$ cat src/design/lcga_pkg.sv
// ----------------------------------------------------------------------------
// lcga_pkg
// Shared types, constants and helpers of the least cost greedy allocator.
// ----------------------------------------------------------------------------
package lcga_pkg;

    localparam int MAX_SIZE    = 16;
    localparam int LINE_LIMIT  = 16;
    localparam int SIZE_LIMIT  = (MAX_SIZE < LINE_LIMIT) ? MAX_SIZE : LINE_LIMIT;
    localparam int STORE_DEPTH = 256;
    localparam int ADDR_W      = $clog2(STORE_DEPTH);
    localparam int IDX_W       = $clog2(LINE_LIMIT);
    localparam int SIZE_W      = 5;
    localparam int UNITS_W     = 16;
    localparam int COST_W      = 16;
    localparam int BEST_W      = 17;
    localparam int PROD_W      = UNITS_W + COST_W;
    localparam int TOTAL_W     = 48;
    localparam int CFG_W       = 16;
    localparam int CFG_IDX_W   = 1;

    localparam logic [BEST_W-1:0]    NO_CHOICE = BEST_W'(99999);
    localparam logic [CFG_IDX_W-1:0] CFG_SIZE  = 1'b0;
    localparam logic [CFG_IDX_W-1:0] CFG_UNITS = 1'b1;

    typedef struct packed {
        logic [COST_W-1:0] cell_cost;
        logic              last_cell;
    } in_item_t;

    typedef struct packed {
        logic [IDX_W-1:0]   source_row;
        logic [IDX_W-1:0]   dest_col;
        logic [COST_W-1:0]  chosen_cost;
        logic [TOTAL_W-1:0] running_total;
        logic               last_pick;
    } out_item_t;

    typedef struct packed {
        logic load_wr;
        logic start;
        logic scan;
        logic mul;
        logic emit;
        logic round_init;
    } dp_cmd_t;

    typedef struct packed {
        logic scan_last;
        logic last_round;
        logic slot_free;
    } dp_sts_t;

    function automatic logic [IDX_W-1:0] size_minus_one(input logic [SIZE_W-1:0] size);
        logic [SIZE_W-1:0] n;
        begin
            n = size;
            if (n == '0)
            begin
                n = SIZE_W'(1);
            end
            if (n > SIZE_W'(SIZE_LIMIT))
            begin
                n = SIZE_W'(SIZE_LIMIT);
            end
            return IDX_W'(n - SIZE_W'(1));
        end
    endfunction

endpackage

$ cat src/design/least_cost_greedy_allocator_unit.sv
// Load: a matrix of size n loads one cell per cycle until the final cell. Each
// allocation round then scans with one store read per cell, multiplies and emits.
// Result: n allocations per n*n cells loaded; no input is taken during allocation.
// Reset: all rows and columns open, load position and running total at zero,
// size 16 and one unit per line; the cost store is not cleared.
// ----------------------------------------------------------------------------
// least_cost_greedy_allocator_unit
// Least cost cell allocation over a loaded square cost matrix.
// ----------------------------------------------------------------------------
module least_cost_greedy_allocator_unit (
    input  logic                           clk,
    input  logic                           rst_n,
    input  logic                           cfg_we,
    input  logic [lcga_pkg::CFG_IDX_W-1:0] cfg_index,
    input  logic [lcga_pkg::CFG_W-1:0]     cfg_data,
    input  logic                           in_valid,
    output logic                           in_ready,
    input  lcga_pkg::in_item_t             in_item,
    output logic                           out_valid,
    input  logic                           out_ready,
    output lcga_pkg::out_item_t            out_item
);

    lcga_pkg::dp_cmd_t cmd;
    lcga_pkg::dp_sts_t sts;

    lcga_ctrl u_ctrl (
        .clk       (clk),
        .rst_n     (rst_n),
        .in_valid  (in_valid),
        .last_cell (in_item.last_cell),
        .in_ready  (in_ready),
        .sts       (sts),
        .cmd       (cmd)
    );

    lcga_datapath u_datapath (
        .clk       (clk),
        .rst_n     (rst_n),
        .cfg_we    (cfg_we),
        .cfg_index (cfg_index),
        .cfg_data  (cfg_data),
        .in_item   (in_item),
        .out_item  (out_item),
        .out_valid (out_valid),
        .out_ready (out_ready),
        .cmd       (cmd),
        .sts       (sts)
    );

    a_stop_after_last: assert property (@(posedge clk) disable iff (!rst_n)
        (in_valid && in_ready && in_item.last_cell) |=> !in_ready)
        else $error("Input still accepted after the final cell.");

    a_no_overwrite: assert property (@(posedge clk) disable iff (!rst_n)
        cmd.emit |-> (!out_valid || out_ready))
        else $error("Allocation overwrote a pending transaction.");

    a_out_hold: assert property (@(posedge clk) disable iff (!rst_n)
        (out_valid && !out_ready) |=> (out_valid && $stable(out_item)))
        else $error("Pending result transaction changed before it was taken.");

endmodule

$ cat src/design/lcga_ram.sv
// ----------------------------------------------------------------------------
// lcga_ram
// Generic single-write, single-read RAM with a registered read port.
// ----------------------------------------------------------------------------
module lcga_ram #(
    parameter int WIDTH = 16,
    parameter int DEPTH = 256
) (
    input  logic                     clk,
    input  logic                     wr_en,
    input  logic [$clog2(DEPTH)-1:0] wr_addr,
    input  logic [WIDTH-1:0]         wr_data,
    input  logic                     rd_en,
    input  logic [$clog2(DEPTH)-1:0] rd_addr,
    output logic [WIDTH-1:0]         rd_data
);

    logic [WIDTH-1:0] mem [DEPTH];
    logic [WIDTH-1:0] rd_data_reg;

    always_ff @(posedge clk)
    begin
        if (wr_en)
        begin
            mem[wr_addr] <= wr_data;
        end
        if (rd_en)
        begin
            rd_data_reg <= mem[rd_addr];
        end
    end

    assign rd_data = rd_data_reg;

endmodule

$ cat src/design/lcga_datapath.sv
// ----------------------------------------------------------------------------
// lcga_datapath
// Cost store, scan counters, minimum search, line flags, total and output.
// ----------------------------------------------------------------------------
module lcga_datapath (
    input  logic                                clk,
    input  logic                                rst_n,
    input  logic                                cfg_we,
    input  logic [lcga_pkg::CFG_IDX_W-1:0]      cfg_index,
    input  logic [lcga_pkg::CFG_W-1:0]          cfg_data,
    input  lcga_pkg::in_item_t                  in_item,
    output lcga_pkg::out_item_t                 out_item,
    output logic                                out_valid,
    input  logic                                out_ready,
    input  lcga_pkg::dp_cmd_t                   cmd,
    output lcga_pkg::dp_sts_t                   sts
);

    logic [lcga_pkg::SIZE_W-1:0]     size_reg;
    logic [lcga_pkg::UNITS_W-1:0]    units_reg;
    logic [lcga_pkg::ADDR_W-1:0]     load_idx_reg;
    logic [lcga_pkg::IDX_W-1:0]      nm1_reg;
    logic [lcga_pkg::IDX_W-1:0]      row_reg;
    logic [lcga_pkg::IDX_W-1:0]      col_reg;
    logic [lcga_pkg::ADDR_W-1:0]     addr_reg;
    logic                            rd_valid_reg;
    logic [lcga_pkg::IDX_W-1:0]      row_d_reg;
    logic [lcga_pkg::IDX_W-1:0]      col_d_reg;
    logic [lcga_pkg::BEST_W-1:0]     best_reg;
    logic [lcga_pkg::IDX_W-1:0]      best_row_reg;
    logic [lcga_pkg::IDX_W-1:0]      best_col_reg;
    logic [lcga_pkg::LINE_LIMIT-1:0] row_open_reg;
    logic [lcga_pkg::LINE_LIMIT-1:0] col_open_reg;
    logic [lcga_pkg::IDX_W-1:0]      round_reg;
    logic [lcga_pkg::PROD_W-1:0]     product_reg;
    logic [lcga_pkg::TOTAL_W-1:0]    total_reg;
    logic [lcga_pkg::TOTAL_W-1:0]    total_next;
    logic [lcga_pkg::TOTAL_W:0]      total_sum;
    logic                            out_valid_reg;
    lcga_pkg::out_item_t             out_item_reg;
    logic [lcga_pkg::COST_W-1:0]     rd_data;
    logic                            take;

    lcga_ram #(
        .WIDTH (lcga_pkg::COST_W),
        .DEPTH (lcga_pkg::STORE_DEPTH)
    ) u_store (
        .clk     (clk),
        .wr_en   (cmd.load_wr),
        .wr_addr (load_idx_reg),
        .wr_data (in_item.cell_cost),
        .rd_en   (cmd.scan),
        .rd_addr (addr_reg),
        .rd_data (rd_data)
    );

    always_comb
    begin
        take = rd_valid_reg && row_open_reg[row_d_reg] && col_open_reg[col_d_reg]
            && ({1'b0, rd_data} < best_reg);
        total_sum  = {1'b0, total_reg} + (lcga_pkg::TOTAL_W + 1)'(product_reg);
        total_next = total_sum[lcga_pkg::TOTAL_W] ? '1 : total_sum[lcga_pkg::TOTAL_W-1:0];
    end

    always_ff @(posedge clk or negedge rst_n)
    begin
        if (!rst_n)
        begin
            size_reg      <= lcga_pkg::SIZE_W'(16);
            units_reg     <= lcga_pkg::UNITS_W'(1);
            load_idx_reg  <= '0;
            nm1_reg       <= '0;
            row_reg       <= '0;
            col_reg       <= '0;
            addr_reg      <= '0;
            rd_valid_reg  <= 1'b0;
            row_d_reg     <= '0;
            col_d_reg     <= '0;
            best_reg      <= lcga_pkg::NO_CHOICE;
            best_row_reg  <= '0;
            best_col_reg  <= '0;
            row_open_reg  <= '1;
            col_open_reg  <= '1;
            round_reg     <= '0;
            product_reg   <= '0;
            total_reg     <= '0;
            out_valid_reg <= 1'b0;
            out_item_reg  <= '0;
        end
        else
        begin
            if (cfg_we)
            begin
                case (cfg_index)
                    lcga_pkg::CFG_SIZE:  size_reg  <= cfg_data[lcga_pkg::SIZE_W-1:0];
                    lcga_pkg::CFG_UNITS: units_reg <= cfg_data[lcga_pkg::UNITS_W-1:0];
                    default: ;
                endcase
            end

            if (cmd.load_wr)
            begin
                load_idx_reg <= cmd.start ? '0 : load_idx_reg + lcga_pkg::ADDR_W'(1);
            end

            rd_valid_reg <= cmd.scan;
            if (cmd.scan)
            begin
                row_d_reg <= row_reg;
                col_d_reg <= col_reg;
                addr_reg  <= addr_reg + lcga_pkg::ADDR_W'(1);
                if (col_reg == nm1_reg)
                begin
                    col_reg <= '0;
                    row_reg <= row_reg + lcga_pkg::IDX_W'(1);
                end
                else
                begin
                    col_reg <= col_reg + lcga_pkg::IDX_W'(1);
                end
            end

            if (take)
            begin
                best_reg     <= {1'b0, rd_data};
                best_row_reg <= row_d_reg;
                best_col_reg <= col_d_reg;
            end

            if (cmd.mul)
            begin
                product_reg <= lcga_pkg::PROD_W'(units_reg)
                    * lcga_pkg::PROD_W'(best_reg[lcga_pkg::COST_W-1:0]);
            end

            if (cmd.emit)
            begin
                out_item_reg.source_row    <= best_row_reg;
                out_item_reg.dest_col      <= best_col_reg;
                out_item_reg.chosen_cost   <= best_reg[lcga_pkg::COST_W-1:0];
                out_item_reg.running_total <= total_next;
                out_item_reg.last_pick     <= (round_reg == nm1_reg);
                total_reg                  <= total_next;
                row_open_reg[best_row_reg] <= 1'b0;
                col_open_reg[best_col_reg] <= 1'b0;
                round_reg                  <= round_reg + lcga_pkg::IDX_W'(1);
                out_valid_reg              <= 1'b1;
            end
            else if (out_ready)
            begin
                out_valid_reg <= 1'b0;
            end

            if (cmd.start || cmd.round_init)
            begin
                row_reg  <= '0;
                col_reg  <= '0;
                addr_reg <= '0;
                best_reg <= lcga_pkg::NO_CHOICE;
            end

            if (cmd.start)
            begin
                nm1_reg      <= lcga_pkg::size_minus_one(size_reg);
                row_open_reg <= '1;
                col_open_reg <= '1;
                round_reg    <= '0;
            end
        end
    end

    assign sts.scan_last  = (row_reg == nm1_reg) && (col_reg == nm1_reg);
    assign sts.last_round = (round_reg == nm1_reg);
    assign sts.slot_free  = !out_valid_reg || out_ready;
    assign out_valid      = out_valid_reg;
    assign out_item       = out_item_reg;

endmodule

$ cat src/design/lcga_ctrl.sv
// ----------------------------------------------------------------------------
// lcga_ctrl
// Sequencer for loading, scanning rounds and issuing allocations.
// ----------------------------------------------------------------------------
module lcga_ctrl (
    input  logic               clk,
    input  logic               rst_n,
    input  logic               in_valid,
    input  logic               last_cell,
    output logic               in_ready,
    input  lcga_pkg::dp_sts_t  sts,
    output lcga_pkg::dp_cmd_t  cmd
);

    typedef enum logic [2:0] {
        ST_LOAD,
        ST_SCAN,
        ST_DRAIN,
        ST_MUL,
        ST_EMIT
    } state_t;

    state_t state_reg;
    state_t state_next;

    always_comb
    begin
        cmd        = '0;
        state_next = state_reg;
        in_ready   = 1'b0;
        case (state_reg)
            ST_LOAD:
            begin
                in_ready = 1'b1;
                if (in_valid)
                begin
                    cmd.load_wr = 1'b1;
                    if (last_cell)
                    begin
                        cmd.start  = 1'b1;
                        state_next = ST_SCAN;
                    end
                end
            end
            ST_SCAN:
            begin
                cmd.scan = 1'b1;
                if (sts.scan_last)
                begin
                    state_next = ST_DRAIN;
                end
            end
            ST_DRAIN:
            begin
                state_next = ST_MUL;
            end
            ST_MUL:
            begin
                cmd.mul    = 1'b1;
                state_next = ST_EMIT;
            end
            ST_EMIT:
            begin
                if (sts.slot_free)
                begin
                    cmd.emit = 1'b1;
                    if (sts.last_round)
                    begin
                        state_next = ST_LOAD;
                    end
                    else
                    begin
                        cmd.round_init = 1'b1;
                        state_next     = ST_SCAN;
                    end
                end
            end
            default:
            begin
                state_next = ST_LOAD;
            end
        endcase
    end

    always_ff @(posedge clk or negedge rst_n)
    begin
        if (!rst_n)
        begin
            state_reg <= ST_LOAD;
        end
        else
        begin
            state_reg <= state_next;
        end
    end

endmodule
$ cat config.mk
export PLATFORM = sky130hd
export DESIGN_NAME = least_cost_greedy_allocator_unit
export DESIGN_NICKNAME = d
export VERILOG_FILES = /design/src/design/lcga_pkg.sv /design/src/design/least_cost_greedy_allocator_unit.sv /design/src/design/lcga_ram.sv /design/src/design/lcga_datapath.sv /design/src/design/lcga_ctrl.sv
export SDC_FILE = /design/constraint.sdc
export NUM_CORES = 2
export LEC_CHECK = 0
export BUFFER_PORTS_ARGS = -buffer_cell sky130_fd_sc_hd__buf_4
export CAP_MARGIN = 20
export CORE_ASPECT_RATIO = 1.25
export CORE_MARGIN = 2
export CORE_UTILIZATION = 63
export DETAILED_ROUTE_END_ITERATION = 10
export PLACE_DENSITY_LB_ADDON = 0.05
export SLEW_MARGIN = 25
export SYNTH_ARGS = -nofsm -noshare
export SYNTH_HDL_FRONTEND = slang
export SYNTH_SLANG_ARGS = --single-unit
$ cat constraint.sdc
create_clock -name clk -period 7.7 [get_ports clk]
set_input_delay 0 -clock clk [delete_from_list [all_inputs] [get_ports clk]]
set_output_delay 0 -clock clk [all_outputs]
set_load 0.01 [all_outputs]
# Yosys cells after proc, flatten, opt, wreduce, memory -nomap -nowiden
# Memories as Yosys holds them, arrays and structs flattened. A register that Yosys moved wholly into a read port is not among the register bits.
# Cells that the tools add are included.
# op_classes
addsub,7
order_cmp,8
n_reduce_logical,20
muxes,49
bitwise_logic,5
mul,1
n_eq_ne,11
# ops
operator,n
$mux 16,4
$add 48x32->49,1
$mux 48,1
$mux 4,10
$mux 17,2
$and 16x16->16,2
$mul 16x16->32,1
$not 16->16,2
$mux 8,3
$lt 4x5->1 const B,4
$lt 16x17->1,1
$add 8x1->8 const B,2
$pmux 3 s5,1
$mux 1,14
$add 4x1->4 const B,3
$eq 4x4->1,3
$mux 3,4
$mux 5,2
$reduce_bool 2->1,5
$bmux 1 s4,2
$demux 1 s4,2
$ge 4x1->1 const B,2
$mux 2,4
$ne 2x2->1 const B,4
13 further kinds,22
# totals
mem_bits_rw,4096
output_inout_bits,75
elab_cells,126
n_memories,1
inputBits,39
ff_bits,228
# memory_table
memory,words,width,rd,rd_ports_with_merged_regs,write_ports,line,source
u_datapath.u_store.mem,256,16,1,1,1,lcga_ram.sv:18,logic [WIDTH-1:0] mem [DEPTH];

# Depth between registers and ports, before layout
# depth
depth_word,8
mapped_depth,25
ltp_nobuf,22

# Hierarchy
# Synthesis repeated with hierarchy kept, for this count alone.
# unflattened
cells_unflattened,9423
hier_area_um2,179055.5
# by_module_without_submodules
mod,n_inst,cells_per_inst,area_per_inst_um2
lcga_ram,1,7360,158874.9
lcga_datapath,1,2041,19991.7
lcga_ctrl,1,22,188.9

# Worst setup path after synthesis
# OpenSTA, ideal clock, no wires.
# synth_path
kind,reg-to-reg
startpoint,reg u_datapath.best_reg[7] (netlist bit)
endpoint,reg u_datapath.product_reg[25] (netlist bit)
n_path_buf,3
t_required_ps,7617
stages_incl_launch_ff,26
arrival_ps,6232
setup_time_ps,83
slack_ps,1385
path_cell_list,dfstp_2 clkbuf_1 clkbuf_1 nand2_1 fa_1 inv_1 fa_1 inv_1 fa_1 inv_1 fa_1 fa_1 inv_1 fa_1 inv_1 ha_1 clkbuf_1 nand3_1 nor4_1 a22oi_1 nand2_1 a31oi_1 o21ai_0 nand3_1 a221o_1 o21ai_0
# synth_via
elab_chain_len,1
# synth_rtl
element,line,source
"start, declared",lcga_datapath.sv:29,logic [lcga_pkg::BEST_W-1:0] best_reg;
"start signal, assigned",lcga_datapath.sv:79,best_reg <= lcga_pkg::NO_CHOICE;
"start signal, assigned",lcga_datapath.sv:125,"best_reg <= {1'b0, rd_data};"
"start signal, assigned",lcga_datapath.sv:159,best_reg <= lcga_pkg::NO_CHOICE;
$mul 16x16->32,lcga_datapath.sv:133,* lcga_pkg::PROD_W'(best_reg[lcga_pkg::COST_W-1:0]);
"end signal, assigned",lcga_datapath.sv:132,product_reg <= lcga_pkg::PROD_W'(units_reg)
"end, declared",lcga_datapath.sv:35,logic [lcga_pkg::PROD_W-1:0] product_reg;
# No other way between the ends.
# A chain may end at the register's enable or synchronous reset.

# Final worst setup path
# layout_path
startpoint,reg u_datapath.units_reg[7] (netlist bit)
endpoint,reg u_datapath.product_reg[25] (netlist bit)
# layout_via
elab_chain_len,1
# layout_rtl
element,line,source
"start, declared",lcga_datapath.sv:20,logic [lcga_pkg::UNITS_W-1:0] units_reg;
"start signal, assigned",lcga_datapath.sv:70,units_reg <= lcga_pkg::UNITS_W'(1);
"start signal, assigned",lcga_datapath.sv:96,lcga_pkg::CFG_UNITS: units_reg <= cfg_data[lcga_pkg::UNITS_W-1:0];
$mul 16x16->32,lcga_datapath.sv:133,
# No other way between the ends.

==> flow_summary.ini <==
[run_status]
status = finished, final reports clean

[place]
port_buffers = 113
place.detailed.hpwl_mm = 273.4
finalWeightedCongestion = 0.8664

[clocking]
post_cts_buffers = 0
clock_path_buffers = 4
postCtsHoldBufs = 63
cts.sinks = 4340
cts_buffers = 411
cts-resized-gates = 0
worstSkewPairLatency_ns = 0.94
cts_tree = built
cts_root_buf = clkbuf_16
clkSlewWorstSetupHoldPaths_ns = 0.06
cts-htree-levels = 5

[detailed_routing]
drt-pass1-iter-count = 6
ant_nets = 0
wl_mm = 460.5
drc = 0
via_per_inst = 6.764
wl_per_cell_um = 33.71
first_iter_violations = 11680
vias = 92410

[layout]
final_common_cell = edfxtp_1
fill_cells = 17100
area_growth_syn_to_layout_pct = 11.84
largest_reg_flops = 4096
layout_common_cells = edfxtp_1, mux4_2, buf_4
nets = 9964
drive_gt1_frac = 0.2444

[setup_path]
path_buf_inv = 5
cp_data_arrival_time_ns = 7.63
crit_type = register to register
crit_chain = nand2_1, fa_1, inv_1, fa_1, inv_1, fa_1, inv_1, fa_1, fa_1, inv_1, fa_1, inv_1, ha_1, nand3_1, nor4_1, a22oi_1, nand2_1, a31oi_1, o21ai_0, nand3_1, a221o_1, o21ai_0
r2r_end = u_datapath.product_reg[25]$_DFFE_PN0P_
reg2regPathDepth = 22
r2r-start = u_datapath.units_reg[7]$_DFFE_PN0P_
worst_ep_required_time_ns = 8.54
cpMostUsedCell = fa_1
crit_path_max_fanout = 17
crit_family = adder cells
max_stage_delay_ns = 0.88
start_kind = register
end_kind = register
reg2reg_slack_ns = 0.92
cp_slowest_cell = dfrtp_1

[worst_hold_path]
whs_path_depth = 2
min_path_type = primary input to register
holdPathEnd = u_datapath.u_store.mem[69][11]$_DFFE_PP_
hold_start = in_item[12]

[floorplan]
die-area_um2 = 287000
dieHeight_um = 598.5
num_io_pins = 114
num_rows = 218
start_util = 0.6321
core_area_um2 = 281800
die_width_um = 479.6

[logic_synthesis]
synth-seq-cells = 4340
ys.flop_type = edfxtp_1
synth.largest_area_cell = edfxtp_1
syn_avg_cell_area_um2 = 19.58
synth_cells = 9097
syn-cell-area_um2 = 178100
synth_top_area_share = 0.6933
synthArstFlopShare = 0.05253
ys_warn_count = 0
synth_area_leaders = edfxtp_1, mux4_2, dfrtp_1, fa_1, mux2i_1
synth_edf_count = 4112
synth-seq-area-share = 0.7256
syn_nets = 9491
synth_cell_type_count = 75

[sta]
max_freq_mhz = 147.4
tns_ns = 0
rsz0062_at_grt = no
slew_headroom = 0.1489
whs_ns = 0.09908
post-route-period-util = 0.8808
hold_viol_final = 0
worst_slew_pin_slew_ns = 1.263
finalCriticalPeriod_ns = 6.782
clock_skew_ns = 0.05013
setup_violations = 0
maxSlewViolCount = 0

[grt]
antenna_found_initial = 17
grt_pass1_vias = 92790
busiest_layer = met2
grt_max_degree = 162
grtUsageMet2 = 0.5234
grt_pass1_wl_mm = 660.4
globalRouteMet3Util = 0.05188
grt_usage = 0.3226
grt_overflow = 0
met1_usage = 0.4451

[power_and_ir_drop]
p_per_area_nw_per_um2 = 451.0
total_leakage_power_nw = 66.09
ir_drop_mv = 2.053

[job]
max_cap_violations = 0
[kinds of logic after synthesis]
logic type | share of synthesized area
AO/OA/AOI/OAI | 0.03201
XOR/XNOR | 0.003983
adder cells (fa/ha/maj) | 0.03316
buffers and inverters | 0.01921
flip-flops | 0.7256
multiplexers | 0.1571
AND/OR/NAND/NOR | 0.02886
[cell type report]
type / count / area (um2) / area share
Antenna cell: 12 / 30.03 / 0.0001508
Clock buffer: 509 / 10910 / 0.05479
Clock inverter: 244 / 2422 / 0.01216
Sequential cell: 4340 / 129300 / 0.6489
Multi-Input combinational cell: 3975 / 45790 / 0.2299
Timing Repair Buffer: 572 / 5072 / 0.02546
Tap cell: 3740 / 4679 / 0.02349
Inverter: 270 / 1021 / 0.005126
[through the flow]
step | instance area [um2] | utilization | power, W | setup slack (ns) | instances
floorplan | 178100 | - | 0.05707 | 1.385 | 9097
global placement | 184900 | 0.6561 | 0.06973 | 0.9884 | 12830
detailed placement | 185000 | 0.6566 | 0.07021 | 0.9957 | 12830
CTS | 199000 | 0.7062 | 0.09039 | 0.9926 | 13650
global route | 199200 | 0.7069 | 0.09379 | 0.5053 | 13650
finish | 199200 | 0.7070 | 0.08983 | 0.9175 | 13660
[synthesized netlist by cell type (all sizes together), types with 12 or more instances]
library cell	n
nand3	61
a221o	15
o211ai	23
mux4	997
xor2	45
nand4	17
nor2b	15
ha	160
nand2b	31
a21oi	155
and2	124
a21o	27
a31oi	35
a211oi	15
nor2	432
a211o	20
fa	195
nand2	391
mux2i	356
a221oi	91
buf	228
xnor2	36
o221ai	62
o311ai	14
dfrtp	184
inv	269
o21ai	228
o22ai	41
edfxtp	4112
a22oi	24
clkbuf	284
nor3	45
mux2	175
and3	17
dfstp	44
o2111ai	14
o31ai	13
o21bai	12
[metal layers]
layer	part of all wire	vias up
li1	-	37590
met1	0.37	48980
met2	0.49	4982
met3	0.089	846
met4	0.046	6
met5	0.000093	-
[power by group]
part           internal, W  switching [W]  total, W
Combinational       0.0173         0.0250    0.0423
Clock               0.0115        0.00866    0.0202
Sequential          0.0264       0.000929    0.0273
Total               0.0553         0.0346    0.0898
[worst max path at each step]
stage	start	endpoint	slack, ns	cells after the start
after floorplan	u_datapath.best_reg[7]$_DFFE_PN1P_	u_datapath.product_reg[25]$_DFFE_PN0P_	1.38	25
after global placement	u_datapath.units_reg[7]$_DFFE_PN0P_	u_datapath.product_reg[25]$_DFFE_PN0P_	0.99	22
after detailed placement	u_datapath.units_reg[7]$_DFFE_PN0P_	u_datapath.product_reg[25]$_DFFE_PN0P_	1.0	22
after CTS	u_datapath.units_reg[7]$_DFFE_PN0P_	u_datapath.product_reg[25]$_DFFE_PN0P_	0.99	22
after global routing	u_datapath.units_reg[7]$_DFFE_PN0P_	u_datapath.product_reg[25]$_DFFE_PN0P_	0.51	22
final	u_datapath.units_reg[7]$_DFFE_PN0P_	u_datapath.product_reg[25]$_DFFE_PN0P_	0.92	22
Note: power is estimated with default switching activity, not from simulation.
